## src/hdl/acdr_pkg.sv

```systemverilog
`default_nettype none
// ---------------------------------------------------------------------------
// acdr_pkg
// Shared sizes, register indexes, state codes and the divider request for
// the click detect and repair block.
// ---------------------------------------------------------------------------
package acdr_pkg;

    localparam int SAMPLE_BITS   = 24;
    localparam int HP_BITS       = SAMPLE_BITS + 2;
    localparam int MAX_WINDOW    = 256;
    localparam int MAX_LOOKAHEAD = 1024;
    localparam int QCAP = ((MAX_LOOKAHEAD > 2 * MAX_WINDOW + 2) ?
                           MAX_LOOKAHEAD : (2 * MAX_WINDOW + 2)) + 1;
    localparam int Q_AW      = $clog2(QCAP);
    localparam int P_AW      = $clog2(MAX_WINDOW);
    localparam int W_BITS    = 9;
    localparam int FILL_BITS = 11;
    localparam int CNT_BITS  = 10;
    localparam int SUM_BITS  = 33;
    localparam int DIV_NB    = 38;
    localparam int DEN_BITS  = 10;
    localparam int CFG_BITS  = 23;

    localparam logic [2:0] REG_HP_ALPHA  = 3'd0;
    localparam logic [2:0] REG_PAPR_TH   = 3'd1;
    localparam logic [2:0] REG_HP_TH     = 3'd2;
    localparam logic [2:0] REG_SLEW      = 3'd3;
    localparam logic [2:0] REG_WINDOW    = 3'd4;
    localparam logic [2:0] REG_DELAY     = 3'd5;

    // eps of the slew floor times 256
    localparam logic [14:0] EPS_SLEW_256 = 15'd21504;

    typedef enum logic [13:0] {
        ST_IDLE  = 14'b00000000000001,
        ST_HPD   = 14'b00000000000010,
        ST_HPC   = 14'b00000000000100,
        ST_PUSH  = 14'b00000000001000,
        ST_SCAN  = 14'b00000000010000,
        ST_DRAIN = 14'b00000000100000,
        ST_EVAL0 = 14'b00000001000000,
        ST_EVAL1 = 14'b00000010000000,
        ST_EVAL2 = 14'b00000100000000,
        ST_MUL   = 14'b00001000000000,
        ST_DIVS  = 14'b00010000000000,
        ST_DIVW  = 14'b00100000000000,
        ST_REM   = 14'b01000000000000,
        ST_DONE  = 14'b10000000000000
    } state_t;

    typedef struct packed {
        logic                start;
        logic [DIV_NB-1:0]   dividend;
        logic [DEN_BITS-1:0] divisor;
    } div_req_t;

endpackage
`default_nettype wire

```

## src/hdl/acdr_div.sv

```systemverilog
`default_nettype none
// ---------------------------------------------------------------------------
// acdr_div
// Restoring unsigned divider, one quotient bit per cycle.
// ---------------------------------------------------------------------------
module acdr_div
    import acdr_pkg::*;
(
    input  wire logic              clk,
    input  wire logic              rst_n,
    input  wire div_req_t          req,
    output logic                   done,
    output logic [DIV_NB-1:0]      quot
);

    localparam int CW = $clog2(DIV_NB + 1);

    logic                busy_reg, busy_next;
    logic                done_reg, done_next;
    logic [CW-1:0]       cnt_reg, cnt_next;
    logic [DEN_BITS-1:0] rem_reg, rem_next;
    logic [DEN_BITS-1:0] den_reg, den_next;
    logic [DIV_NB-1:0]   q_reg, q_next;
    logic [DEN_BITS:0]   trial;
    logic [DEN_BITS:0]   diff;

    always_comb
    begin
        busy_next = busy_reg;
        done_next = 1'b0;
        cnt_next  = cnt_reg;
        rem_next  = rem_reg;
        den_next  = den_reg;
        q_next    = q_reg;
        trial     = {rem_reg, q_reg[DIV_NB-1]};
        diff      = trial - {1'b0, den_reg};
        if (req.start)
        begin
            busy_next = 1'b1;
            cnt_next  = '0;
            rem_next  = '0;
            den_next  = req.divisor;
            q_next    = req.dividend;
        end
        else if (busy_reg)
        begin
            if (trial >= {1'b0, den_reg})
            begin
                rem_next = diff[DEN_BITS-1:0];
                q_next   = {q_reg[DIV_NB-2:0], 1'b1};
            end
            else
            begin
                rem_next = trial[DEN_BITS-1:0];
                q_next   = {q_reg[DIV_NB-2:0], 1'b0};
            end
            cnt_next = cnt_reg + 1'b1;
            if (cnt_reg == CW'(DIV_NB - 1))
            begin
                busy_next = 1'b0;
                done_next = 1'b1;
            end
        end
    end

    always_ff @(posedge clk or negedge rst_n)
    begin
        if (!rst_n)
        begin
            busy_reg <= 1'b0;
            done_reg <= 1'b0;
            cnt_reg  <= '0;
        end
        else
        begin
            busy_reg <= busy_next;
            done_reg <= done_next;
            cnt_reg  <= cnt_next;
        end
    end

    always_ff @(posedge clk)
    begin
        rem_reg <= rem_next;
        den_reg <= den_next;
        q_reg   <= q_next;
    end

    assign done = done_reg;
    assign quot = q_reg;

endmodule
`default_nettype wire

```

## config.mk

```make
export PLATFORM = sky130hd
export DESIGN_NAME = acdr_div
export DESIGN_NICKNAME = d
export VERILOG_FILES = /design/src/hdl/acdr_pkg.sv /design/src/hdl/acdr_div.sv
export SDC_FILE = /design/constraint.sdc
export NUM_CORES = 1
export LEC_CHECK = 0
export BUFFER_PORTS_ARGS = -buffer_cell sky130_fd_sc_hd__buf_2
export CAP_MARGIN = 20
export CORE_ASPECT_RATIO = 0.9
export CORE_MARGIN = 2
export CORE_UTILIZATION = 40
export CTS_CLUSTER_SIZE = 40
export DETAILED_ROUTE_END_ITERATION = 12
export GPL_TIMING_DRIVEN = 0
export PLACE_DENSITY = 0.68
export SYNTH_ARGS = -nofsm -noshare
export SYNTH_HDL_FRONTEND = slang
export SYNTH_SLANG_ARGS = --single-unit
```

## constraint.sdc

```tcl
create_clock -name clk -period 3.2 [get_ports clk]
set_clock_uncertainty 0.15 [all_clocks]
set_input_delay 0.16 -clock clk [delete_from_list [all_inputs] [get_ports clk]]
set_output_delay 0.16 -clock clk [all_outputs]
set_load 0.02 [all_outputs]
```

Yosys cells after proc, flatten, opt, wreduce, memory -nomap -nowiden
Cells that the tools add are included.
Operators by class
  add/subtract/negate cells: 2
  muxes and demuxes: 12
  $lt $le $gt $ge: 1
  reductions and logical operators: 1
  eq/ne operators: 1
Operators with widths (count)
  $mux W38: 2
  $mux W6: 2
  $ge A11 B10 Y1: 1
  $mux W10: 1
  $sub A10 B10 Y10: 1
  $mux W1: 7
  $add A6 B1 Y6 const B: 1
  $eq A6 B6 Y1 const B: 1
  $reduce_bool A2 Y1: 1
Word-level totals
  bits of input ports: 51
  word-level logic and storage cells: 23
  output and inout bits: 39
  register bits: 66

Logic depth before layout (Yosys ltp)
  depth in word-level cells: 4
  gate-level depth with buffers: 10
  gate-level depth less buffers: 10

Least setup slack after synthesis
Ideal clock, no wire load.
  path type: register to register
  from: register q_reg[37], in the netlist quot[37]
  to: register rem_reg[6]
  cell stages (with the launch flop): 11
  arrival time: 2.080 ns
  period minus slack after synthesis: 2.316 ns
  path slack: 0.884 ns
  library setup time: 0.086 ns
  buffers on the path: 0
  data required time: 2.964 ns
  cell sequence: edfxtp_1 inv_1 ha_1 inv_1 fa_1 a211oi_1 o21bai_1 a21oi_1 xnor2_1 mux2i_1 a211oi_1
On the way
  cells in the longest elaborated chain, start to end: 2
  elaborated cells on any way between the ends: 3
  those cells by class: add/sub (1); order compare (1); mux (1)
Ends and longest elaborated chain
  from (decl): line acdr_div.sv:23  | logic [DIV_NB-1:0] q_reg, q_next;
  from (signal assigned): line acdr_div.sv:86  | q_reg <= q_next;
  $sub A10 B10 Y10 or $ge A11 B10 Y1 (tied branches): line acdr_div.sv:36, acdr_div.sv:47
  $mux W10 *: line acdr_div.sv:47  | if (trial >= {1'b0, den_reg})
  to (signal assigned): line acdr_div.sv:84  | rem_reg <= rem_next;
  to (decl): line acdr_div.sv:21  | logic [DEN_BITS-1:0] rem_reg, rem_next;
Every way passes the cells marked *; elsewhere a longest branch is shown, timed or not.
A chain may end at the register's enable or synchronous reset.

Final worst setup path
  from: register busy_reg
  to: register q_reg[35], in the netlist quot[35] (enable)
On the way
  cells in the longest elaborated chain, start to end: 1
Ends and longest elaborated chain
  from (decl): line acdr_div.sv:18  | logic busy_reg, busy_next;
  from (signal assigned): line acdr_div.sv:76  | busy_reg <= busy_next;
  $reduce_bool A2 Y1 (no line)
No other way between the ends.

==> flow_summary.json <==
{
  "grt_usage_pct": 18.11,
  "post-cts-setup-buffers": 0,
  "synth_edf_count": 48,
  "postCtsResizedCells": 0,
  "post_dp_cell_area_mm2": 0.003797,
  "cp.arrival_ps": 2300,
  "crit_required_ps": 3030,
  "synthArstFlopShare_pct": 12.12,
  "min_period_over_period_pct": 77.26,
  "cts.sinks": 66,
  "grt_setup_unrepaired": "no",
  "rrSetupSlack_ps": 730,
  "end_kind": "register",
  "vdd_drop_max_v": 0.0002842,
  "finalHoldViolations": 0,
  "yosysSeqAreaShare_pct": 57.05,
  "syn2layout_area_growth_pct": 38.88,
  "gr-total-overflow": 0,
  "yosysTopAreaCellShare_pct": 44.65,
  "synth_cell_types": 40,
  "ys_ff_latch": 66,
  "cts_root_buffer": "clkbuf_8",
  "firstDrtPassIters": 4,
  "cts_hold_buf": 49,
  "grt_start_max_net_pins": 39,
  "worst_setup_path_start_kind": "register",
  "hold_path.class": "in -> async",
  "antenna_cells": 0,
  "slew_viol_final": 0,
  "clockBufferDepth": 2,
  "cp_num_buf_inv": 3,
  "worst_slew_pin_slew_ps": 789.3,
  "cts_made_buffers": 9,
  "synth_nets": 313,
  "critPathTopFamily": "buffers and inverters",
  "dpl.hpwl_mm": 4.871,
  "drtIter0Drc": 91,
  "yosys.cell_count.top_type": "edfxtp_1",
  "start_util_pct": 40.60,
  "clk_pin_slew_ps": 80,
  "antenna_found_initial": 0,
  "p_leak_nw": 1.892,
  "slowest_stage": "inv_2",
  "core_area_mm2": 0.007951,
  "drtAntennaViolNets": 0,
  "power_density_mw_per_mm2": 471.1,
  "numPortBuffers": 89,
  "largest_reg_flops": 38,
  "final-setup-viol-count": 0,
  "cts_tree": "done",
  "ios": 90,
  "outcome": "finished clean",
  "route.detailed.drc": 0,
  "grt_pass1_wl_mm": 12.30,
  "routedWlPerCell_um": 14.76,
  "layout-drive-gt1-share_pct": 36.23,
  "die_y_um": 89.23,
  "postSynthCellCount": 249,
  "vias": 2511,
  "finalSetupTns_ps": 0,
  "yosys-top-cells-area": "edfxtp_1 45%, mux2_2 13%, dfrtp_1 6.2%",
  "yosys_warnings": 0,
  "vias_per_cell": 5.002,
  "setup.worst_path.class": "reg -> reg",
  "gp_congestion": 0.7993,
  "clock_latency_ps": 350,
  "final_area_mm2": 0.004483,
  "path_common_cell": "clkbuf_1",
  "fmax_mhz": 404.5,
  "crit_path_max_fanout": 38,
  "nets": 462,
  "die-area_mm2": 0.008806,
  "fin_crit_ps": 2472,
  "cp_cell_sequence": "clkbuf_1 -> clkbuf_1 -> nor2_1 -> inv_2",
  "wirelength_mm": 7.408,
  "slew_headroom_pct": 47.30,
  "synth_ff_type": "edfxtp_1",
  "fp.dieW_um": 98.70,
  "syn_area_mm2": 0.003228,
  "synth_top_cell_by_area": "edfxtp_1",
  "synthTopCellsByCount": "48 x edfxtp_1, 38 x mux2_2, 19 x nor2_1",
  "slowest_delay_ps": 600,
  "syn_area_per_cell_um2": 12.96,
  "rows": 31,
  "grt_pass1_vias": 2610,
  "cap_violations": 0,
  "h-tree-depth": 3
}
[per-stage QoR]
| stage | instances | setup slack [ps] | hold WS, ps | util, % | total power (W) |
|---|---|---|---|---|---|
| floorplan | 249 | 884.3 | -285.6 | - | 0.001259 |
| global placement | 437 | 245.5 | -134.9 | 47.76 | 0.001368 |
| detailed placement | 437 | 715.7 | -131.6 | 47.76 | 0.001375 |
| CTS | 502 | 713.9 | 37.30 | 56.38 | 0.002123 |
| global route | 502 | 551.1 | 52.78 | 56.38 | 0.002208 |
| finish | 502 | 727.7 | 33.04 | 56.38 | 0.002112 |
[layout by cell type (no fill, tap or decap), drive strengths merged, types with 3 or more instances in the layout]
cell type / Yosys / layout
nor3: 4 / 4
mux2i: 6 / 6
o21ai: 3 / 3
nand2: 7 / 7
clkinv: 0 / 3
xor2: 4 / 4
dfxtp: 10 / 10
a211oi: 9 / 9
edfxtp: 48 / 48
or3: 3 / 3
clkbuf: 4 / 14
inv: 14 / 14
ha: 12 / 12
a21oi: 12 / 12
nand3: 3 / 3
a21o: 5 / 5
dfrtp: 8 / 8
nor2: 19 / 19
buf: 7 / 96
dlygate4sd3: 0 / 49
nand2b: 3 / 3
xnor2: 7 / 7
mux2: 39 / 39
[worst register-to-register path, cell delays in order, from the launching register on]
cell	delay, ps
dfrtp_1	350
clkbuf_1	380
clkbuf_1	450
nor2_1	150
inv_2	600
[per-layer routing]
metal | part of all wire [%] | up-vias | global-route usage [%]
met1 | 46 | 1187 | 22.10
met4 | 1.8 | 0 | 6.227
met2 | 47 | 87 | 30.43
met3 | 6.0 | 16 | 6.333
li1 | - | 1221 | -
met5 | 0 | - | 0
[final timing paths]
check / startpoint / end / cells past startpoint
setup / recovery: busy_reg / quot[35] / 4
hold / removal: rst_n / busy_reg / 2
setup reg to reg: busy_reg / quot[35] / 4
hold reg to reg: rem_reg[2] / rem_reg[2] / 2
max in group asynchronous: rst_n / cnt_reg[4] / 2
min in group clk: req[48] / den_reg[9] / 1
[area by class of cell]
type                            instances  area [µm²]
Clock inverter                          6       67.56
Timing Repair Buffer                  138       935.9
Inverter                               14       52.55
Tap cell                               99       123.9
Fill cell                             662        3468
Clock buffer                           10       127.6
Buffer                                 11       48.80
Sequential cell                        66        1842
Multi-Input combinational cell        158        1285
[report_power, final]
| part | internal (W) | total [W] | leakage [nW] | switching [W] |
|---|---|---|---|---|
| clock | 0.000361 | 0.000704 | 0.0925 | 0.000343 |
| sequential | 0.000995 | 0.00103 | 0.687 | 0.0000376 |
| combinational | 0.000186 | 0.000376 | 1.11 | 0.000190 |
| total | 0.00154 | 0.00211 | 1.89 | 0.000570 |
[cell families after synthesis]
logic type,Yosys count,synth area share (%)
buffers and inverters,25,3.139
muxes,45,15.47
DFF,66,57.05
and+or+nand+nor,48,7.248
adders and majority gates,13,5.271
AOI/OAI and AO/OA,41,8.838
xor gates and xnor gates,11,2.984
No activity file was read; power rests on OpenSTA's default activity.
